===== src/hdl/frc_pkg.sv =====
`timescale 1ns / 1ps
// frc_pkg: shared types and constants of the frame buffer recycler
// no dependencies; used by frc_store, frame_buffer_recycler_core and frc_checker

package frc_pkg;

    localparam int ID_W    = 3;
    localparam int OP_W    = 2;
    localparam int KEEP_W  = 4;
    localparam int IN_W    = 8;
    localparam int OUT_W   = 16;
    localparam logic [KEEP_W-1:0] KEEP_RESET = 4'd1;

    // output item bit positions, lowest first
    localparam int O_REC_V   = 0;
    localparam int O_REC_ID  = 1;
    localparam int O_FETCH_V = 4;
    localparam int O_FETCH_ID = 5;
    localparam int O_EMPTY   = 8;
    localparam int O_OVF     = 9;

    typedef enum logic [OP_W-1:0] {
        OP_DELIVER = 2'd0,
        OP_FETCH   = 2'd1,
        OP_RETURN  = 2'd2,
        OP_IGNORE  = 2'd3
    } op_t;

    // where the pending read data goes
    typedef enum logic [1:0] {
        SRC_NONE  = 2'd0,
        SRC_PROC  = 2'd1,
        SRC_DELIV = 2'd2,
        SRC_FETCH = 2'd3
    } src_t;

    typedef enum logic [1:0] {
        S_IDLE = 2'b01,
        S_READ = 2'b10
    } state_t;

    // what the accept cycle leaves for the read cycle
    typedef struct packed {
        src_t            src;
        logic            fwd;
        logic [ID_W-1:0] id;
        logic            empty;
        logic            ovf;
    } pend_t;

endpackage


===== src/hdl/frc_store.sv =====
`timescale 1ns / 1ps
// frc_store: single-port-write, single-port-read handle memory, registered read
// depends on frc_pkg for the handle width

module frc_store #(
    parameter int DEPTH = 8,
    parameter int AW    = 3
) (
    input  logic                     clk,
    input  logic                     wr_en,
    input  logic [AW-1:0]            wr_addr,
    input  logic [frc_pkg::ID_W-1:0] wr_data,
    input  logic                     rd_en,
    input  logic [AW-1:0]            rd_addr,
    output logic [frc_pkg::ID_W-1:0] rd_data
);
    import frc_pkg::*;

    logic [ID_W-1:0] mem [DEPTH];
    logic [ID_W-1:0] rd_data_reg;

    always_ff @(posedge clk)
    begin
        if (wr_en)
        begin
            mem[wr_addr] <= wr_data;
        end
    end

    // read data holds until the next read
    always_ff @(posedge clk)
    begin
        if (rd_en)
        begin
            rd_data_reg <= mem[rd_addr];
        end
    end

    assign rd_data = rd_data_reg;

endmodule


===== src/hdl/frame_buffer_recycler_core.sv =====
`timescale 1ns / 1ps
// Frame buffer recycler: keeps a delivered deque and a processed fifo of buffer
// handles in two synchronous memories (frc_store) and answers each event with one item.
// In each item the accept cycle updates the head and count registers and issues the memory
// reads and writes; in the read state the registered read data is taken into the output
// register once it is free or drained, and no new item is accepted until then. A handle
// recycled from a delivered deque that was empty before the item is forwarded from the
// input. keep_count resets to 1 and is written through the cfg channel; the user must
// write it only while the block is idle, as the block itself does not enforce this.

module frame_buffer_recycler_core #(
    parameter int BUFFERS = 8
) (
    input  logic                      clk,
    input  logic                      rst_n,
    input  logic                      s_tvalid,
    output logic                      s_tready,
    input  logic [frc_pkg::IN_W-1:0]  s_tdata,   // [2:0] buffer_id, rest zero
    input  logic [frc_pkg::OP_W-1:0]  s_tuser,   // [1:0] op
    output logic                      m_tvalid,
    input  logic                      m_tready,
    output logic [frc_pkg::OUT_W-1:0] m_tdata,   // recycle_valid, recycle_id[3], fetch_valid,
                                                 // fetch_id[3], fetch_empty, overflow, zero pad
    input  logic                      cfg_valid,
    output logic                      cfg_ready,
    input  logic [frc_pkg::KEEP_W-1:0] cfg_data  // keep_count
);
    import frc_pkg::*;

    localparam int AW = $clog2(BUFFERS);
    localparam int CW = $clog2(BUFFERS + 1);
    localparam int SW = AW + 1;
    localparam int KW = (CW > KEEP_W) ? CW : KEEP_W;
    localparam logic [SW-1:0] DEPTH_S = SW'(BUFFERS);
    localparam logic [CW-1:0] DEPTH_C = CW'(BUFFERS);

    function automatic logic [AW-1:0] wrap(input logic [SW-1:0] s);
        logic [AW-1:0] r;
        if (s >= DEPTH_S)
        begin
            r = AW'(s - DEPTH_S);
        end
        else
        begin
            r = AW'(s);
        end
        return r;
    endfunction

    state_t           state_reg, state_next;
    logic [AW-1:0]    d_head_reg, d_head_next, p_head_reg, p_head_next;
    logic [CW-1:0]    d_cnt_reg, d_cnt_next, p_cnt_reg, p_cnt_next;
    logic [KEEP_W-1:0] keep_reg;
    logic             out_valid_reg, out_valid_next;
    logic [OUT_W-1:0] out_data_reg, out_data_next;
    pend_t            pend_reg, pend_next;

    logic             accept, load;
    logic [ID_W-1:0]  in_id;
    op_t              in_op;
    logic             d_full, p_full;
    logic [CW-1:0]    d_cnt_push;
    logic [AW-1:0]    d_tail, d_newest, p_tail;
    logic             d_wr_en, p_wr_en, d_rd_en, p_rd_en;
    logic [AW-1:0]    d_rd_addr;
    logic [ID_W-1:0]  d_rd_data, p_rd_data;
    logic [ID_W-1:0]  rec_id, fetch_id;

    assign in_id  = s_tdata[ID_W-1:0];
    assign in_op  = op_t'(s_tuser);
    assign s_tready = (state_reg == S_IDLE);
    assign accept = s_tvalid && s_tready;
    assign cfg_ready = 1'b1;

    assign d_full   = (d_cnt_reg == DEPTH_C);
    assign p_full   = (p_cnt_reg == DEPTH_C);
    assign d_tail   = wrap(SW'(d_head_reg) + SW'(d_cnt_reg));
    assign d_newest = wrap(SW'(d_head_reg) + SW'(d_cnt_reg) - SW'(1));
    assign p_tail   = wrap(SW'(p_head_reg) + SW'(p_cnt_reg));
    assign d_cnt_push = d_full ? d_cnt_reg : d_cnt_reg + CW'(1);

    always_comb
    begin
        d_head_next = d_head_reg;
        p_head_next = p_head_reg;
        d_cnt_next  = d_cnt_reg;
        p_cnt_next  = p_cnt_reg;
        pend_next   = pend_reg;
        d_wr_en     = 1'b0;
        p_wr_en     = 1'b0;
        d_rd_en     = 1'b0;
        p_rd_en     = 1'b0;
        d_rd_addr   = d_head_reg;
        if (accept)
        begin
            pend_next.src   = SRC_NONE;
            pend_next.fwd   = 1'b0;
            pend_next.id    = in_id;
            pend_next.empty = 1'b0;
            pend_next.ovf   = 1'b0;
            unique case (in_op)
                OP_DELIVER:
                begin
                    d_wr_en       = !d_full;
                    pend_next.ovf = d_full;
                    d_cnt_next    = d_cnt_push;
                    if (p_cnt_reg != '0)
                    begin
                        p_rd_en       = 1'b1;
                        pend_next.src = SRC_PROC;
                        p_head_next   = wrap(SW'(p_head_reg) + SW'(1));
                        p_cnt_next    = p_cnt_reg - CW'(1);
                    end
                    else if (KW'(d_cnt_push) > KW'(keep_reg))
                    begin
                        d_rd_en       = 1'b1;
                        pend_next.src = SRC_DELIV;
                        // the handle written this cycle is the one recycled
                        pend_next.fwd = (d_cnt_reg == '0);
                        d_head_next   = wrap(SW'(d_head_reg) + SW'(1));
                        d_cnt_next    = d_cnt_push - CW'(1);
                    end
                end
                OP_FETCH:
                begin
                    if (d_cnt_reg == '0)
                    begin
                        pend_next.empty = 1'b1;
                    end
                    else
                    begin
                        d_rd_en       = 1'b1;
                        d_rd_addr     = d_newest;
                        pend_next.src = SRC_FETCH;
                        d_cnt_next    = d_cnt_reg - CW'(1);
                    end
                end
                OP_RETURN:
                begin
                    p_wr_en       = !p_full;
                    pend_next.ovf = p_full;
                    p_cnt_next    = p_full ? p_cnt_reg : p_cnt_reg + CW'(1);
                end
                OP_IGNORE:
                begin
                end
                default:
                begin
                end
            endcase
        end
    end

    frc_store #(
        .DEPTH (BUFFERS),
        .AW    (AW)
    ) u_deliv (
        .clk     (clk),
        .wr_en   (d_wr_en),
        .wr_addr (d_tail),
        .wr_data (in_id),
        .rd_en   (d_rd_en),
        .rd_addr (d_rd_addr),
        .rd_data (d_rd_data)
    );

    frc_store #(
        .DEPTH (BUFFERS),
        .AW    (AW)
    ) u_proc (
        .clk     (clk),
        .wr_en   (p_wr_en),
        .wr_addr (p_tail),
        .wr_data (in_id),
        .rd_en   (p_rd_en),
        .rd_addr (p_head_reg),
        .rd_data (p_rd_data)
    );

    // result assembly in the read cycle
    always_comb
    begin
        rec_id   = '0;
        fetch_id = '0;
        unique case (pend_reg.src)
            SRC_PROC:  rec_id = p_rd_data;
            SRC_DELIV: rec_id = pend_reg.fwd ? pend_reg.id : d_rd_data;
            SRC_FETCH: fetch_id = d_rd_data;
            SRC_NONE:  rec_id = '0;
            default:   rec_id = '0;
        endcase
    end

    assign load = (state_reg == S_READ) && (!out_valid_reg || m_tready);

    always_comb
    begin
        state_next     = state_reg;
        out_valid_next = out_valid_reg;
        out_data_next  = out_data_reg;
        if (m_tready)
        begin
            out_valid_next = 1'b0;
        end
        unique case (state_reg)
            S_IDLE:
            begin
                if (accept)
                begin
                    state_next = S_READ;
                end
            end
            S_READ:
            begin
                if (load)
                begin
                    state_next     = S_IDLE;
                    out_valid_next = 1'b1;
                    out_data_next  = '0;
                    out_data_next[O_REC_V] = (pend_reg.src == SRC_PROC) ||
                                             (pend_reg.src == SRC_DELIV);
                    out_data_next[O_REC_ID +: ID_W]   = rec_id;
                    out_data_next[O_FETCH_V]          = (pend_reg.src == SRC_FETCH);
                    out_data_next[O_FETCH_ID +: ID_W] = fetch_id;
                    out_data_next[O_EMPTY]            = pend_reg.empty;
                    out_data_next[O_OVF]              = pend_reg.ovf;
                end
            end
            default:
            begin
                state_next = S_IDLE;
            end
        endcase
    end

    always_ff @(posedge clk or negedge rst_n)
    begin
        if (!rst_n)
        begin
            state_reg     <= S_IDLE;
            d_head_reg    <= '0;
            p_head_reg    <= '0;
            d_cnt_reg     <= '0;
            p_cnt_reg     <= '0;
            keep_reg      <= KEEP_RESET;
            out_valid_reg <= 1'b0;
            pend_reg      <= '0;
        end
        else
        begin
            state_reg     <= state_next;
            d_head_reg    <= d_head_next;
            p_head_reg    <= p_head_next;
            d_cnt_reg     <= d_cnt_next;
            p_cnt_reg     <= p_cnt_next;
            out_valid_reg <= out_valid_next;
            pend_reg      <= pend_next;
            if (cfg_valid && cfg_ready)
            begin
                keep_reg <= cfg_data;
            end
        end
    end

    always_ff @(posedge clk)
    begin
        out_data_reg    <= out_data_next;
    end

    assign m_tvalid = out_valid_reg;
    assign m_tdata  = out_data_reg;

endmodule


===== config.mk =====
export PLATFORM = sky130hd
export DESIGN_NAME = frame_buffer_recycler_core
export DESIGN_NICKNAME = d
export VERILOG_FILES = /design/src/hdl/frc_pkg.sv /design/src/hdl/frc_store.sv /design/src/hdl/frame_buffer_recycler_core.sv
export SDC_FILE = /design/constraint.sdc
export NUM_CORES = 1
export LEC_CHECK = 0
export ABC_AREA = 0
export BUFFER_PORTS_ARGS = -buffer_cell sky130_fd_sc_hd__buf_2
export CORE_MARGIN = 5
export CORE_UTILIZATION = 49
export DETAILED_ROUTE_END_ITERATION = 16
export PLACE_DENSITY_LB_ADDON = 0.25
export SYNTH_ARGS = -nofsm -noshare
export SYNTH_HDL_FRONTEND = slang
export SYNTH_HIERARCHICAL = 1
export SYNTH_SLANG_ARGS = --single-unit

===== constraint.sdc =====
create_clock -name clk -period 8.54 [get_ports clk]
set_input_delay 1.281 -clock clk [delete_from_list [all_inputs] [get_ports clk]]
set_output_delay 1.281 -clock clk [all_outputs]
set_load 0.05 [all_outputs]

; Yosys cells after proc, flatten, opt, wreduce, memory -nomap -nowiden
; Memory sizes are Yosys's and may differ from the RTL's. A register that Yosys moved wholly into a read port is not among the register bits.
; Cells that the tools add are included.
; W data, S select, Z words.
[word_totals]
regBits = 39
word_cells = 119
n_memories = 2
latch_bits = 0
ram_bits = 48
romBits = 0
input_bits = 19
[mem_list]
columns = name, depth, word_bits, rd, rd_clocked_by_memory_dff, write_ports, line
row1 = u_deliv.mem, 8, 3, 1, 1, 1, frc_store.sv:19  ; logic [ID_W-1:0] mem [DEPTH];
row2 = u_proc.mem, 8, 3, 1, 1, 1, frc_store.sv:19
[classes]
n_eq_ne = 14
shifts = 0
add_sub_neg = 15
mul = 0
bitwise_logic = 1
n_lt_le_gt_ge = 6
muxes = 49
reduce_logical = 18
div = 0
[ops]
columns = operator, count
row1 = $mux W3, 10
row2 = $mux W4, 6
row3 = $mux W1, 22
row4 = $ge A4 B4 Y1 const B, 5
row5 = $pmux W4 S2, 2
row6 = $sub A4 B1 Y4 const B, 4
row7 = $sub A3 B1 Y3 const B, 5
row8 = $add A3 B1 Y4 const B, 2
row9 = $add A3 B4 Y4, 2
row10 = $add A4 B1 Y4 const B, 2
row11 = $eq A2 B2 Y1 const B, 4
row12 = $eq A4 B4 Y1 const B, 2
row13 = $mux W2, 4
row14 = $ne A2 B2 Y1 const B, 4
row15 = $pmux W2 S2, 2
row16 = $reduce_and A4 Y1, 2
row17 = $eq A2 B1 Y1 const B, 3
row18 = $pmux W3 S2, 1
row19 = $reduce_and A3 Y1, 2
row20 = $gt A4 B4 Y1, 1
row21 = $logic_not A4 Y1, 1
row22 = $pmux W1 S2, 2
row23 = $reduce_and A2 Y1, 2
row24 = $reduce_bool A2 Y1, 2
row25 = 7 further kinds, 11

; Longest topological paths before layout
[logic_depth]
depth_word = 7
depth_mapped = 14
depth_no_buf = 13

; By module
; The synthesis kept the hierarchy.
[modules_own_cells]
columns = mod, area_per_inst_um2, n_inst, cells_per_inst
row1 = frame_buffer_recycler_core, 2441.1, 1, 234
row2 = frc_store, 1072.3, 2, 50

; Worst setup path after synthesis
; OpenSTA, ideal clock, no wires.
[synth_timing]
path_type = input to register
from = input port s_tvalid
to = register u_deliv.rd_data_reg[0] (netlist: u_deliv/rd_data[0]), read port of u_deliv.mem (data pin)
arrival_time_ps = 3465
path_slack_ps = 4815
n_path_buf = 3
required_time_ps = 8280
path_stages = 9
cell_sequence = nand3b_1 > or2_2 > clkbuf_8 > or2_2 > clkbuf_1 > o21ai_0 > buf_6 > mux4_1 > mux2_2
[synth_between]
elab_chain_cells = 2
elab_cells_between_ends = 3
[synth_rtl]
columns = element, line
row1 = "start, declared", frame_buffer_recycler_core.sv:16  ; input logic s_tvalid,
row2 = $logic_and A1 B1 Y1, frame_buffer_recycler_core.sv:72  ; assign accept = s_tvalid && s_tready;
row3 = $mux W3, frame_buffer_recycler_core.sv:94  ; if (accept)
row4 = via d_rd_addr[0], frame_buffer_recycler_core.sv:65  ; logic [AW-1:0] d_rd_addr;
row5 = "end, declared", frc_store.sv:20  ; logic [ID_W-1:0] rd_data_reg;
; The timed path passes the listed nets, and every way through them passes these cells.
; A chain may end at the register's enable or synchronous reset.

; Worst setup path in the final report
[layout_timing]
from = input port s_tvalid
to = register u_deliv.rd_data_reg[1] (netlist: u_deliv/rd_data[1]), read port of u_deliv.mem (data pin)
; The elaborated chain is that of the path after synthesis.

==> metrics.yaml <==
sta:
  worst_slew_pin_slew_ns: 0.914
  fin_crit_ns: 4.33
  hold_violations: 0
  grt_setup_unrepaired: "no"
  fin_crit_sh_pct: 50.7
  setup_violations: 0
  setup-tns-final_ns: 0
  finClkSkew_ns: 0.0123
  maxSlewHeadroom_pct: 38.4
  max_freq_ghz: 0.231
  finalMaxSlewViolations: 0
clocking:
  cts-resized-gates: 0
  cts_root_buf: "clkbuf_8"
  h-tree-depth: 3
  cts.clk_slew.worst_paths_ns: 0.09
  cts_sinks: 93
  cts.path.max_buffers: 2
  cts_tree: "built"
  ctsHoldBuffers: 0
  cts_buffers: 9
  clock_latency_ns: 0.35
  post_cts_buffers: 0
synthesis:
  ys_types: 57
  yosysTopAreaCellShare_pct: 41.9
  yosys_most_used_dff: "edfxtp_1"
  synth_area_sq_mm: 0.00459
  synth.yosys.seq_area_share_pct: 57.8
  async_reset_ff_share_pct: 31.2
  ys_ff_latch: 93
  synth.area.top_cells: "edfxtp_1 42%, dfrtp_1 15%, mux4_1 6.9%"
  synth_warnings: 6
  yosys.area.top_type: "edfxtp_1"
  syn_inst: 334
  synth-edff-count: 64
  syn_avg_cell_area_sq_um: 13.7
cells_and_area:
  final_common_cell: "edfxtp_1"
  num_antenna_cells: 0
  seq_area_sq_mm: 0.00265
  area_growth_pct: 7.01
  drive_above_1_share_pct: 19.0
  n_fill_cell: 770
  postLayoutCellArea_sq_mm: 0.00491
  nets: 397
  multi_input_area_sq_mm: 0.00176
  instances_no_fill: 475
  final_cell_mix: "64 x edfxtp_1, 27 x dfrtp_1, 25 x buf_2"
global_routing:
  grt_max_degree: 30
  grt_pass1_wl_mm: 13.1
  grt_usage_pct: 14.9
  grt_antenna_before_repair: 0
  gr-total-overflow: 0
  grt_pass1_vias: 2643
routing:
  routedWlPerCell_microns: 16.5
  drt_wl_total_mm: 7.82
  vias: 2625
  drc: 0
  drt_iter0_markers: 139
  viasPerCell: 5.53
  dr.pass1.iters: 4
  ant_nets: 0
worst_setup_path:
  cp-startpoint: "s_tvalid"
  critPathBufInv: 1
  critPathCaptureType: "flop"
  crit-reg2reg-launch: "d_cnt_reg[0]"
  cp_max_fo: 14
  critical-path-top-delay-family: "simple AND/OR/NAND/NOR gates"
  crit_chain: "buf_2 -> nand3b_1 -> or2_2 -> or2_2 -> o21ai_0 -> mux4_1 -> mux2_2"
  crit_type: "input pin to flop"
  cpMostUsedCell: "or2_2"
  critPathRequiredTime_ns: 8.64
  crit_slowest_cell: "o21ai_0"
  max_stage_delay_ns: 0.75
  startpoint_type: "input pin"
  cp.arrival_ns: 4.44
status:
  status: "complete, no violations"
placed_design:
  dp.cells: 459
  portBuffers: 25
  dp_hpwl_mm: 5.58
  placed_area_sq_mm: 0.00474
  place_congestion: 0.786
pwr:
  p_per_area_mw_per_mm2: 291
  p_leak_uw: 0.00189
  vdd_drop_max_mv: 0.0970
floorplan:
  initial_utilization_pct: 49.9
  die_x_microns: 107
  ioPinCount: 38
  core_area_sq_mm: 0.00920
  design.die.area_sq_mm: 0.0114
  die-height_microns: 107
  rows: 35
flow_run:
  drv_cap: 0
min_path:
  hold_path.class: "flop to flop"
  hp-start: "pend_reg[0]"
-- through the flow --
step,hold slack (ns),utilization (%),total power (uW),worst slack (ns)
finish,0.459,53.4,1430,4.21
global route,0.492,53.4,1550,3.96
CTS,0.463,53.4,1440,4.19
detailed placement,0.440,51.6,1190,3.81
global placement,0.448,51.6,1170,3.89
floorplan,0.425,-,1080,4.81
-- worst paths after layout --
check,to,slack [ns],cells after the start
setup / recovery,u_deliv/rd_data[1],4.21,7
hold / removal,m_tdata[9],0.46,0
setup reg to reg,u_deliv/rd_data[1],4.65,8
hold reg to reg,m_tdata[9],0.46,0
max in group asynchronous,pend_reg[7],7.13,1
min in group asynchronous,d_cnt_reg[3],0.96,1
-- report_power, final --
group / internal [uW] / switching (uW)
Clock: 105 / 149
Combinational: 254 / 288
Sequential: 547 / 87.5
Total: 906 / 524
-- final cells by class --
cell class              count  area share, %
clock inverters             6          0.765
multi-input cells         212           35.9
well taps                 111           2.83
flip-flops and latches     93           54.0
repair buffers             25           2.55
inverters                  18           1.38
clock buffers              10           2.60
-- cells by family (layout without fill, tap and decap cells) --
family,Yosys count,in the layout,synth area share (%)
AO/OA/AOI/OAI,48,48,7.34
other,2,7,0.164
adder cells (fa/ha/maj),20,20,5.92
AND/OR/NAND/NOR,92,92,10.4
buffers and inverters,34,59,4.23
XOR/XNOR,16,16,3.06
multiplexers,29,29,11.1
flip-flops,93,93,57.8
-- cell usage after synthesis (all sizes together) (4+ instances only) --
library cell  instances
a21oi                 9
and2                  6
buf                  11
clkbuf                5
dfrtp                27
edfxtp               64
ha                   16
inv                  18
mux2                 17
mux4                 12
nand2                22
nand2b               11
nand3                 7
nor2                 22
nor3                  6
o21ai                10
o31ai                 4
xnor2                12
xor2                  4
-- per-layer routing --
metal / global-route usage, % / share of wire, % / vias to the layer above
li1: - / - / 1273
met5: 0 / 0 / -
met1: 20.3 / 46 / 1292
met2: 23.6 / 49 / 53
met4: 4.84 / 0.92 / 0
met3: 3.43 / 4.2 / 7
Power figures use the tool's default switching activity.
